`config.mk`:
```
export PLATFORM = sky130hd
export DESIGN_NAME = stream_duck_fade_mixer_flat
export DESIGN_NICKNAME = d
export VERILOG_FILES = /design/src/hw/rtl/sdfm_pkg.sv /design/src/hw/rtl/sdfm_if.sv /design/src/hw/rtl/stream_duck_fade_mixer.sv /design/src/hw/rtl/sdfm_gain_mac.sv /design/src/flat_wrapper.sv
export SDC_FILE = /design/constraint.sdc
export NUM_CORES = 2
export LEC_CHECK = 0
export BUFFER_PORTS_ARGS = -buffer_cell sky130_fd_sc_hd__buf_2
export CAP_MARGIN = 25
export CELL_PAD_IN_SITES_DETAIL_PLACEMENT = 1
export CELL_PAD_IN_SITES_GLOBAL_PLACEMENT = 1
export CORE_AREA = 2 2 402 404
export CTS_CLUSTER_DIAMETER = 150
export DETAILED_ROUTE_END_ITERATION = 16
export DIE_AREA = 0 0 404 406
export GPL_ROUTABILITY_DRIVEN = 0
export GPL_TIMING_DRIVEN = 0
export PLACE_DENSITY = 0.5
export SLEW_MARGIN = 20
export SYNTH_ARGS = -nofsm -noshare
export SYNTH_HDL_FRONTEND = slang
export SYNTH_SLANG_ARGS = --single-unit
```
`constraint.sdc`:
```
create_clock -name clk_i -period 10.78 [get_ports clk_i]
set_clock_uncertainty 0.2 [all_clocks]
set_input_delay 1.078 -clock clk_i [delete_from_list [all_inputs] [get_ports clk_i]]
set_output_delay 1.078 -clock clk_i [all_outputs]
set_load 0.01 [all_outputs]
```
`src/hw/rtl/sdfm_pkg.sv`:
```
package sdfm_pkg;

  localparam int unsigned GainW = 24;
  localparam int unsigned CfgIdxW = 2;
  localparam int unsigned CfgDataW = 24;

  localparam logic [1:0] OP_SAMPLE = 2'd0;
  localparam logic [1:0] OP_START = 2'd1;
  localparam logic [1:0] OP_STOP = 2'd2;
  localparam logic [1:0] OP_AUX_END = 2'd3;

  localparam logic [1:0] MODE_IDLE = 2'd0;
  localparam logic [1:0] MODE_FOUT = 2'd1;
  localparam logic [1:0] MODE_MIX = 2'd2;
  localparam logic [1:0] MODE_FIN = 2'd3;
  localparam logic [1:0] PEND_NONE = 2'd0;

  localparam logic [CfgIdxW-1:0] REG_FLOOR_GAIN = 2'd0;
  localparam logic [CfgIdxW-1:0] REG_AUX_GAIN = 2'd1;
  localparam logic [CfgIdxW-1:0] REG_FADE_STEPS = 2'd2;
  localparam logic [CfgIdxW-1:0] REG_RAMP_STEP = 2'd3;

  localparam logic [15:0] UNITY15 = 16'd32768;
  localparam logic [GainW-1:0] UNITY23 = 24'h800000;
  localparam logic [GainW-1:0] ACC_MAX = 24'hFFFFFF;

  typedef struct packed {
    logic [1:0] mode;
    logic       status;
  } res_ctrl_t;

endpackage

```
`src/hw/rtl/sdfm_if.sv`:
```
interface sdfm_in_if #(
  parameter int unsigned SampleBits = 16
);
  logic                         valid;
  logic                         ready;
  logic [1:0]                   op;
  logic signed [SampleBits-1:0] main_sample;
  logic signed [SampleBits-1:0] aux_sample;
  logic                         aux_valid;

  modport source (output valid, op, main_sample, aux_sample, aux_valid, input ready);
  modport sink (input valid, op, main_sample, aux_sample, aux_valid, output ready);
endinterface

interface sdfm_out_if #(
  parameter int unsigned SampleBits = 16
);
  logic                         valid;
  logic                         ready;
  logic signed [SampleBits-1:0] out_sample;
  logic [1:0]                   mode_now;
  logic                         status;

  modport source (output valid, out_sample, mode_now, status, input ready);
  modport sink (input valid, out_sample, mode_now, status, output ready);
endinterface

interface sdfm_cfg_if;
  logic        valid;
  logic        ready;
  logic [1:0]  index;
  logic [23:0] data;

  modport source (output valid, index, data, input ready);
  modport sink (input valid, index, data, output ready);
endinterface

```
`src/hw/rtl/stream_duck_fade_mixer.sv`:
```
// Channel  | Dir | Payload                                    | Handshake
// in_i     | in  | op, main_sample, aux_sample, aux_valid     | valid / ready
// out_o    | out | out_sample, mode_now, status               | valid / ready
// cfg_i    | in  | index, data                                | valid / ready
//
// One transaction is accepted per cycle while the output is not stalled.
// Mode, pending request, fade count and ramp accumulator update in the cycle of acceptance.
// The gain multiply and saturation run in a three-register pipeline that fills bubbles.
// Reset clears the mode state and loads the default gains, fade length and ramp step.
// A stalled output holds its result while upstream stages keep filling.
module stream_duck_fade_mixer #(
  parameter int unsigned SAMPLE_BITS = 16
) (
  input logic        clk_i,
  input logic        rst_ni,
  sdfm_in_if.sink    in_i,
  sdfm_out_if.source out_o,
  sdfm_cfg_if.sink   cfg_i
);
  import sdfm_pkg::*;

  logic [15:0]      floor_q, aux_gain_q, steps_q;
  logic [GainW-1:0] step_q;
  logic [1:0]       mode_q, mode_d, pend_q, pend_d;
  logic [15:0]      cnt_q, cnt_d;
  logic [GainW-1:0] acc_q, acc_d;

  logic             in_acc;
  logic             op_ready;
  logic [15:0]      fl, ag;
  logic [GainW-1:0] fl23, gm, ga, g_out;
  logic [GainW:0]   g_in, acc_sum;
  res_ctrl_t        ctrl, res_ctrl;

  assign in_i.ready = op_ready;
  assign in_acc = in_i.valid && op_ready;
  assign cfg_i.ready = 1'b1;

  assign fl = (floor_q > UNITY15) ? UNITY15 : floor_q;
  assign ag = (aux_gain_q > UNITY15) ? UNITY15 : aux_gain_q;
  assign fl23 = {fl[15:0], 8'h00};

  always_comb begin
    mode_d = mode_q;
    pend_d = pend_q;
    cnt_d = cnt_q;
    acc_d = acc_q;
    gm = '0;
    ga = '0;
    g_in = '0;
    g_out = '0;
    acc_sum = '0;
    ctrl.status = 1'b0;
    if (in_acc) begin
      case (in_i.op)
        OP_START: begin
          if (mode_q != MODE_IDLE) begin
            ctrl.status = 1'b1;
          end else begin
            pend_d = MODE_FOUT;
            cnt_d = '0;
            acc_d = '0;
          end
        end
        OP_STOP, OP_AUX_END: begin
          pend_d = MODE_FIN;
        end
        default: begin
          if (mode_d == MODE_FOUT && cnt_d >= steps_q) begin
            mode_d = MODE_MIX;
            cnt_d = '0;
            acc_d = '0;
          end
          if (mode_d == MODE_MIX && pend_d == MODE_FOUT) begin
            pend_d = PEND_NONE;
          end else if (mode_d == MODE_IDLE && pend_d == MODE_FIN) begin
            pend_d = PEND_NONE;
          end else if (pend_d != PEND_NONE) begin
            mode_d = pend_d;
            pend_d = PEND_NONE;
          end
          case (mode_d)
            MODE_FOUT, MODE_FIN: begin
              if (cnt_d < steps_q) begin
                g_in = {1'b0, fl23} + {1'b0, acc_d};
                g_out = (acc_d > UNITY23) ? '0 : UNITY23 - acc_d;
                if (mode_d == MODE_FIN) begin
                  gm = (g_in > {1'b0, UNITY23}) ? UNITY23 : g_in[GainW-1:0];
                end else begin
                  gm = (g_out < fl23) ? fl23 : g_out;
                end
                cnt_d = cnt_d + 16'd1;
                acc_sum = {1'b0, acc_d} + {1'b0, step_q};
                acc_d = acc_sum[GainW] ? ACC_MAX : acc_sum[GainW-1:0];
              end else begin
                gm = UNITY23;
              end
              if (cnt_d >= steps_q) begin
                mode_d = (mode_d == MODE_FIN) ? MODE_IDLE : MODE_MIX;
                cnt_d = '0;
                acc_d = '0;
              end
            end
            MODE_MIX: begin
              gm = fl23;
              ga = in_i.aux_valid ? {ag, 8'h00} : '0;
            end
            default: begin
              gm = UNITY23;
            end
          endcase
        end
      endcase
    end
    ctrl.mode = mode_d;
  end

  always_ff @(posedge clk_i or negedge rst_ni) begin
    if (!rst_ni) begin
      floor_q <= UNITY15;
      aux_gain_q <= UNITY15;
      steps_q <= 16'd7680;
      step_q <= '0;
      mode_q <= MODE_IDLE;
      pend_q <= PEND_NONE;
      cnt_q <= '0;
      acc_q <= '0;
    end else begin
      mode_q <= mode_d;
      pend_q <= pend_d;
      cnt_q <= cnt_d;
      acc_q <= acc_d;
      if (cfg_i.valid) begin
        case (cfg_i.index)
          REG_FLOOR_GAIN: floor_q <= cfg_i.data[15:0];
          REG_AUX_GAIN: aux_gain_q <= cfg_i.data[15:0];
          REG_FADE_STEPS: steps_q <= cfg_i.data[15:0];
          REG_RAMP_STEP: step_q <= cfg_i.data[GainW-1:0];
          default: ;
        endcase
      end
    end
  end

  sdfm_gain_mac #(
    .SampleBits(SAMPLE_BITS)
  ) u_mac (
    .clk_i       (clk_i),
    .rst_ni      (rst_ni),
    .op_valid_i  (in_i.valid),
    .op_ready_o  (op_ready),
    .main_i      (SAMPLE_BITS'(in_i.main_sample)),
    .aux_i       (SAMPLE_BITS'(in_i.aux_sample)),
    .main_gain_i (gm),
    .aux_gain_i  (ga),
    .ctrl_i      (ctrl),
    .res_valid_o (out_o.valid),
    .res_ready_i (out_o.ready),
    .res_sample_o(out_o.out_sample),
    .res_ctrl_o  (res_ctrl)
  );

  assign out_o.mode_now = res_ctrl.mode;
  assign out_o.status = res_ctrl.status;

`ifndef SYNTH
  a_reject_keeps_state: assert property (@(posedge clk_i) disable iff (!rst_ni)
    (in_acc && in_i.op == OP_START && mode_q != MODE_IDLE)
      |=> ($stable(mode_q) && $stable(cnt_q) && $stable(acc_q)))
    else $error("rejected start changed the fade state");

  a_count_clear_outside_fade: assert property (@(posedge clk_i) disable iff (!rst_ni)
    (mode_q == MODE_IDLE || mode_q == MODE_MIX) |-> (cnt_q == '0))
    else $error("fade count not clear outside a fade");

  a_accum_follows_count: assert property (@(posedge clk_i) disable iff (!rst_ni)
    (cnt_q == '0) |-> (acc_q == '0))
    else $error("ramp accumulator set with fade count at zero");
`endif

endmodule

```
`src/hw/rtl/sdfm_gain_mac.sv`:
```
module sdfm_gain_mac #(
  parameter int unsigned SampleBits = 16
) (
  input  logic                               clk_i,
  input  logic                               rst_ni,
  input  logic                               op_valid_i,
  output logic                               op_ready_o,
  input  logic signed [SampleBits-1:0]       main_i,
  input  logic signed [SampleBits-1:0]       aux_i,
  input  logic [sdfm_pkg::GainW-1:0]         main_gain_i,
  input  logic [sdfm_pkg::GainW-1:0]         aux_gain_i,
  input  sdfm_pkg::res_ctrl_t                ctrl_i,
  output logic                               res_valid_o,
  input  logic                               res_ready_i,
  output logic signed [SampleBits-1:0]       res_sample_o,
  output sdfm_pkg::res_ctrl_t                res_ctrl_o
);
  import sdfm_pkg::*;

  localparam int unsigned ProdW = SampleBits + GainW + 1;
  localparam int unsigned SumW = ProdW + 1;
  localparam int unsigned ShW = SumW - 23;

  logic                         v1_q, v2_q, v3_q;
  logic                         en1, en2, en3;
  logic signed [SampleBits-1:0] main_q, aux_q;
  logic [GainW-1:0]             gm_q, ga_q;
  res_ctrl_t                    ctrl1_q, ctrl2_q, ctrl3_q;
  logic signed [ProdW-1:0]      pm_d, pa_d, pm_q, pa_q;
  logic signed [SumW-1:0]       sum, biased;
  logic signed [ShW-1:0]        shifted;
  logic signed [SampleBits-1:0] sat_d, sample_q;

  assign en3 = !v3_q || res_ready_i;
  assign en2 = !v2_q || en3;
  assign en1 = !v1_q || en2;
  assign op_ready_o = en1;

  assign pm_d = ProdW'(main_q) * $signed({1'b0, gm_q});
  assign pa_d = ProdW'(aux_q) * $signed({1'b0, ga_q});

  always_comb begin
    sum = SumW'(pm_q) + SumW'(pa_q);
    biased = sum[SumW-1] ? sum + SumW'(24'h7FFFFF) : sum;
    shifted = ShW'(biased >>> 23);
    if (shifted[ShW-1:SampleBits-1] == '0 || shifted[ShW-1:SampleBits-1] == '1) begin
      sat_d = shifted[SampleBits-1:0];
    end else if (shifted[ShW-1]) begin
      sat_d = {1'b1, {(SampleBits-1){1'b0}}};
    end else begin
      sat_d = {1'b0, {(SampleBits-1){1'b1}}};
    end
  end

  always_ff @(posedge clk_i or negedge rst_ni) begin
    if (!rst_ni) begin
      v1_q <= 1'b0;
      v2_q <= 1'b0;
      v3_q <= 1'b0;
    end else begin
      if (en1) v1_q <= op_valid_i;
      if (en2) v2_q <= v1_q;
      if (en3) v3_q <= v2_q;
    end
  end

  always_ff @(posedge clk_i) begin
    if (en1 && op_valid_i) begin
      main_q <= main_i;
      aux_q <= aux_i;
      gm_q <= main_gain_i;
      ga_q <= aux_gain_i;
      ctrl1_q <= ctrl_i;
    end
    if (en2 && v1_q) begin
      pm_q <= pm_d;
      pa_q <= pa_d;
      ctrl2_q <= ctrl1_q;
    end
    if (en3 && v2_q) begin
      sample_q <= sat_d;
      ctrl3_q <= ctrl2_q;
    end
  end

  assign res_valid_o = v3_q;
  assign res_sample_o = sample_q;
  assign res_ctrl_o = ctrl3_q;

endmodule

```
`src/flat_wrapper.sv`:
```
// flat-port wrapper written by rule: the top's interface ports become plain ports
module stream_duck_fade_mixer_flat import sdfm_pkg::*;
#(
  parameter int unsigned SAMPLE_BITS = 16
)
  (clk_i, rst_ni, in_i_valid, in_i_op, in_i_main_sample, in_i_aux_sample, in_i_aux_valid, in_i_ready, out_o_valid, out_o_out_sample, out_o_mode_now, out_o_status, out_o_ready, cfg_i_valid, cfg_i_index, cfg_i_data, cfg_i_ready);
  sdfm_in_if #(.SampleBits((16))) in_i_i ();
  sdfm_out_if #(.SampleBits((16))) out_o_i ();
  sdfm_cfg_if cfg_i_i ();
  input logic clk_i;
  input logic rst_ni;
  input wire logic [$bits(in_i_i.valid)-1:0] in_i_valid;
  input wire logic [$bits(in_i_i.op)-1:0] in_i_op;
  input wire logic [$bits(in_i_i.main_sample)-1:0] in_i_main_sample;
  input wire logic [$bits(in_i_i.aux_sample)-1:0] in_i_aux_sample;
  input wire logic [$bits(in_i_i.aux_valid)-1:0] in_i_aux_valid;
  output wire logic [$bits(in_i_i.ready)-1:0] in_i_ready;
  output wire logic [$bits(out_o_i.valid)-1:0] out_o_valid;
  output wire logic [$bits(out_o_i.out_sample)-1:0] out_o_out_sample;
  output wire logic [$bits(out_o_i.mode_now)-1:0] out_o_mode_now;
  output wire logic [$bits(out_o_i.status)-1:0] out_o_status;
  input wire logic [$bits(out_o_i.ready)-1:0] out_o_ready;
  input wire logic [$bits(cfg_i_i.valid)-1:0] cfg_i_valid;
  input wire logic [$bits(cfg_i_i.index)-1:0] cfg_i_index;
  input wire logic [$bits(cfg_i_i.data)-1:0] cfg_i_data;
  output wire logic [$bits(cfg_i_i.ready)-1:0] cfg_i_ready;
  assign in_i_i.valid = in_i_valid;
  assign in_i_i.op = in_i_op;
  assign in_i_i.main_sample = in_i_main_sample;
  assign in_i_i.aux_sample = in_i_aux_sample;
  assign in_i_i.aux_valid = in_i_aux_valid;
  assign in_i_ready = in_i_i.ready;
  assign out_o_valid = out_o_i.valid;
  assign out_o_out_sample = out_o_i.out_sample;
  assign out_o_mode_now = out_o_i.mode_now;
  assign out_o_status = out_o_i.status;
  assign out_o_i.ready = out_o_ready;
  assign cfg_i_i.valid = cfg_i_valid;
  assign cfg_i_i.index = cfg_i_index;
  assign cfg_i_i.data = cfg_i_data;
  assign cfg_i_ready = cfg_i_i.ready;
  stream_duck_fade_mixer #(.SAMPLE_BITS(SAMPLE_BITS)) u_core (.clk_i(clk_i), .rst_ni(rst_ni), .in_i(in_i_i), .out_o(out_o_i), .cfg_i(cfg_i_i));
endmodule
```
# Yosys cells after proc, flatten, opt, wreduce, memory -nomap -nowiden
# Cells that the tools add are included.
# op_classes
mul,2
eq_ne,15
bitwise,3
reduce_logical,31
n_addsub,6
order_cmp,8
mux,50
# op_table
cell,n
$mux 24,13
$mux 16,14
$pmux 24 s2,2
$mul 16x25->41,2
$add 24x24->25,2
$add 41x41->42,1
$add 42x23->42 const B,1
$mux 42,1
$mux 2,17
$ge 16x16->1,2
$gt 16x16->1 const B,2
$pmux 16 s2,1
$gt 25x24->1 const B,1
$gt 24x24->1 const B,1
$lt 24x24->1,1
$sub 24x24->24 const A,1
$add 16x1->16 const B,1
$eq 2x2->1 const B,8
$lt 16x16->1,1
$eq 2x1->1 const B,5
$reduce_and 2->1,4
$logic_and 1x1->1,6
$reduce_and 3->1,2
$reduce_or 6->1,1
other kinds (15),25
# totals
word_cells,141
output_inout_bits,22
inputBits,66
regBits,306

# Logic depth before layout (Yosys ltp)
# logic_depth
depth_word,22
mapped_depth,37
depth_no_buf,33

# Hierarchy
# A second synthesis with hierarchy kept.
# unflattened
cells_unflattened,4869
hier_area_um2,44880.5
# modules_own_cells
mod,cells_per_inst,area_each_um2,instances
sdfm_gain_mac,3628,34378.0,1
stream_duck_fade_mixer,1241,10502.6,1

# Worst setup path before layout
# No wires, ideal clock.
# synth_timing
kind,reg2reg
from,register u_core.steps_q[12]
to,register u_core.acc_q[10]
stages_incl_launch_ff,37
t_arrival_ps,7215
required_time_ps,10502
path_slack_ps,3287
path_cell_list,dfstp_2 inv_1 ha_1 nand4_1 or3_1 o32a_1 a31o_2 clkbuf_1 clkbuf_1 clkbuf_1 and2_1 ha_1 a21o_1 a21o_1 a21oi_1 o21ai_0 nand3_1 o311ai_0 or2_2 clkbuf_1 nor4_2 nand3_1 xor2_1 nor2_1 ha_1 a21o_1 a21o_1 a21oi_1 o21ai_0 nor3_1 o21a_1 o211ai_1 nor2_1 clkbuf_1 o21ai_0 o21ai_0 o2bb2ai_1
# synth_between
elab_chain_len,15
elab_cells_between_ends,36
# synth_rtl
item,line_no,source
from (decl),stream_duck_fade_mixer.sv:22,"logic [15:0] floor_q, aux_gain_q, steps_q;"
from (signal assigned),stream_duck_fade_mixer.sv:137,REG_FADE_STEPS: steps_q <= cfg_i.data[15:0];
"parallel branches: the longest is 13 deep, another holds $ge 16x16->1",n/a,
$mux 24 (*),stream_duck_fade_mixer.sv:82,case (mode_d)
$pmux 24 s2 (*),stream_duck_fade_mixer.sv:55,case (in_i.op)
to (signal assigned),stream_duck_fade_mixer.sv:127,acc_q <= '0;
to (signal assigned),stream_duck_fade_mixer.sv:132,acc_q <= acc_d;
to (decl),stream_duck_fade_mixer.sv:26,"logic [GainW-1:0] acc_q, acc_d;"
# Every way passes the cells marked *. The select of a mux whose other input is x is not followed.
# A chain may end at the register's enable or synchronous reset.

# Final worst setup path
# layout_timing
from,register u_core.cnt_q[5]
to,register u_core.acc_q[7]
# layout_between
elab_chain_len,15
elab_cells_between_ends,36
# layout_rtl
item,line_no,source
from (decl),stream_duck_fade_mixer.sv:25,"logic [15:0] cnt_q, cnt_d;"
from (signal assigned),stream_duck_fade_mixer.sv:131,cnt_q <= cnt_d;
"parallel branches: the longest is 13 deep, another holds $ge 16x16->1",n/a,
$mux 24 (*),stream_duck_fade_mixer.sv:82,
$pmux 24 s2 (*),stream_duck_fade_mixer.sv:55,
# Marked as above.

==> impl_results.md <==
* Global-route wire length before repair at 209 mm
* Delay of the slowest critical-path stage at 0.61 ns
* Worst Slack Setup Final at 0.468 ns
* Crit path DAT at 10.64 ns
* I/O Buffers at 86
* Crit. End Element: register
* GRT Util Overall at 0.170
* Residual DRC at 0
* Netlist Area Pre-Place at 0.0397 mm²
* Setup TNS at 0 ns
* CP required at 11.11 ns
* Clock Tree Buf Depth at 3
* Layout Nets at 5338
* H-Tree Depth at 2
* Met2 usage at 0.302
* Layout cells sized above 1 at 0.0726
* CTS tree: built
* Antenna violations before repair at 17
* Antenna-violating nets left at 0
* Vias in the first global route at 33405
* Delay-heaviest family, CP: compound AO/OA/AOI/OAI gates
* Final Hold Fails at 0
* Die X at 404 µm
* Maxcap violations at 0
* CP most frequent cell: a21o_1
* Drt first pass iters at 5
* RSZ-0062 raised after global routing: no
* Row count at 147
* Area grow syn2layout at 11.7%
* Ys flop type: edfxtp_1
* Syn Inst Count at 4225
* Seq/Total Area, Yosys at 0.205
* Rel. slew slack at 0.0992
* Min Tclk post-route at 10.31 ns
* GRT met1 Usage at 0.216
* Synthesized Nets at 5203
* M3 GR Usage at 0.0185
* Worst-Margin Slew at 1.33 ns
* CP max stage cell: nor2_1
* Global route hottest layer: met2
* Worst path depth at 36
* Synth Warn # at 0
* Worst Path Max Fanout at 10
* I/O pin cnt at 88
* Worst R2R Path Depth at 36
* Hold crit path type: in2async
* Setup violations, final at 0
* Status: completed
* GRT overflow at 0
* WL final at 138 mm
* Die area at 0.164 mm²
* Synth unique cells at 99
* Period utilization at 0.957
* Vias/cell at 4.71
* Syn Area/Cell at 9.39 µm²
* CTS Buf Count at 42
* Via count at 30561
* Initial Util at 0.249
* Final Slew Violations at 0
* Post-CTS Setup Inserts at 0
* Fraction of registers with async set/reset at 0.410
* Core area at 0.160 mm²
* #FFs+latches synth at 290
* Kind of critical path: reg2reg
* Clock transition at the registers of the reported paths at 0.06 ns
* # clock sinks at 290
* Latest clock arrival within the worst-skew pair at 0.62 ns
* EDFF count, synth at 171
* DP Wirelength at 114 mm
* Critical path buffers and inverters at 5
* Root Buffer: clkbuf_16
* Smallest hold slack at 0.159 ns
* Worst Setup Start Kind: register
* Place WS at -0.481 ns
* Die H at 406 µm
* First DRT Iteration DRCs at 1440
* Pin count of the biggest net entering global routing at 73
* Fmax at 0.0970 GHz
* Routed len/inst at 21.2 µm
-- synth_stat cells, drive strengths merged, types with 18 or more instances --
master	instances	share of area
fa	511	0.26
and2	313	0.049
or3	18	0.0028
nand2b	52	0.0082
nand2	504	0.048
nor4	20	0.0042
o21a	21	0.0040
a21oi	181	0.023
ha	401	0.13
or2	21	0.0033
xor2	45	0.010
dfrtp	113	0.071
clkbuf	140	0.013
nand3	55	0.0071
nand4	29	0.0046
inv	675	0.064
a21o	85	0.016
nor2	139	0.013
a211oi	22	0.0043
a31oi	23	0.0036
edfxtp	171	0.13
xnor2	100	0.022
nor2b	29	0.0046
nor3	54	0.0071
and3	21	0.0033
o21bai	21	0.0041
o21ai	136	0.018
mux2	74	0.021
-- per-layer routing --
| metal | routed length, µm | share of wire |
|---|---|---|
| met3 | 4240 | 0.031 |
| met2 | 68400 | 0.50 |
| met4 | 4240 | 0.031 |
| met5 | 0 | 0 |
| met1 | 60800 | 0.44 |
-- through the flow --
stage	instances	utilization	cell area (µm²)
after floorplan	4225	-	39700
after global routing	6480	0.277	44300
final	6486	0.278	44300
after global placement	6397	0.268	42700
after CTS	6480	0.277	44300
after detailed placement	6402	0.268	42800
-- state kept, by name, indices dropped and copies added, names as in the netlist, 2 cells and up --
signal and count:
u_core.u_mac.pm_q 41, u_core.u_mac.pa_q 33, u_core.acc_q 24, u_core.step_q 24, u_core.u_mac.gm_q 24, u_core.aux_gain_q 16
u_core.cnt_q 16, u_core.floor_q 16, u_core.steps_q 16, u_core.u_mac.aux_q 16, u_core.u_mac.ga_q 16, u_core.u_mac.main_q 16
u_core.u_mac.res_sample_o 16, u_core.u_mac.ctrl1_q 3, u_core.u_mac.ctrl2_q 3, u_core.u_mac.res_ctrl_o 3, u_core.mode_q 2, u_core.pend_q 2
-- cell usage in the layout (no fill, tap or decap), drive strengths merged, types with 22 or more instances in the layout --
cell	n
a211oi	22
a21o	85
a21oi	181
a31oi	23
and2	313
buf	105
clkbuf	191
dfrtp	113
edfxtp	171
fa	511
ha	401
inv	679
mux2	74
nand2	504
nand2b	52
nand3	55
nand4	29
nor2	139
nor2b	29
nor3	54
o21ai	136
xnor2	100
xor2	45
-- logic make-up after synthesis --
group	after synthesis	synth area share
muxes	79	0.0223
buffers and inverters	829	0.0793
other	1	0.0000945
and+or+nand+nor	1294	0.163
AOI/OAI and AO/OA	675	0.114
xor gates and xnor gates	145	0.0322
adders and majority gates	912	0.384
DFF	290	0.205
-- final timing paths --
kind / start / endpoint / slack, ns
worst max-delay path: u_core.cnt_q[5] / u_core.acc_q[7] / 0.47
worst min-delay path: rst_ni / u_core.steps_q[5] / 0.16
worst max register to register: u_core.cnt_q[5] / u_core.acc_q[7] / 0.47
worst min register to register: u_core.u_mac.ctrl1_q[2] / u_core.u_mac.ctrl2_q[2] / 0.23
max in group asynchronous: rst_ni / u_core.floor_q[15] / 9.45
min in group clk_i: u_core.u_mac.ctrl1_q[2] / u_core.u_mac.ctrl2_q[2] / 0.23
-- repair_timing --
item                       CTS  global route
hold buffers                 0             0
gates resized for setup      3             3
setup endpoints to repair   12            15
-- layout make-up --
| type | count | area (µm²) |
|---|---|---|
| Fill cell | 18514 | 115000 |
| Multi-Input combinational cell | 3106 | 28400 |
| Sequential cell | 290 | 8120 |
| Tap cell | 2086 | 2610 |
| Inverter | 675 | 2530 |
| Clock buffer | 51 | 1130 |
| Buffer | 154 | 623 |
| Timing Repair Buffer | 91 | 551 |
| Clock inverter | 27 | 303 |
| Antenna cell | 6 | 15.0 |
Power is not shown: default switching activity piles up to over one toggle a cycle in this logic, so the estimate is an artifact.
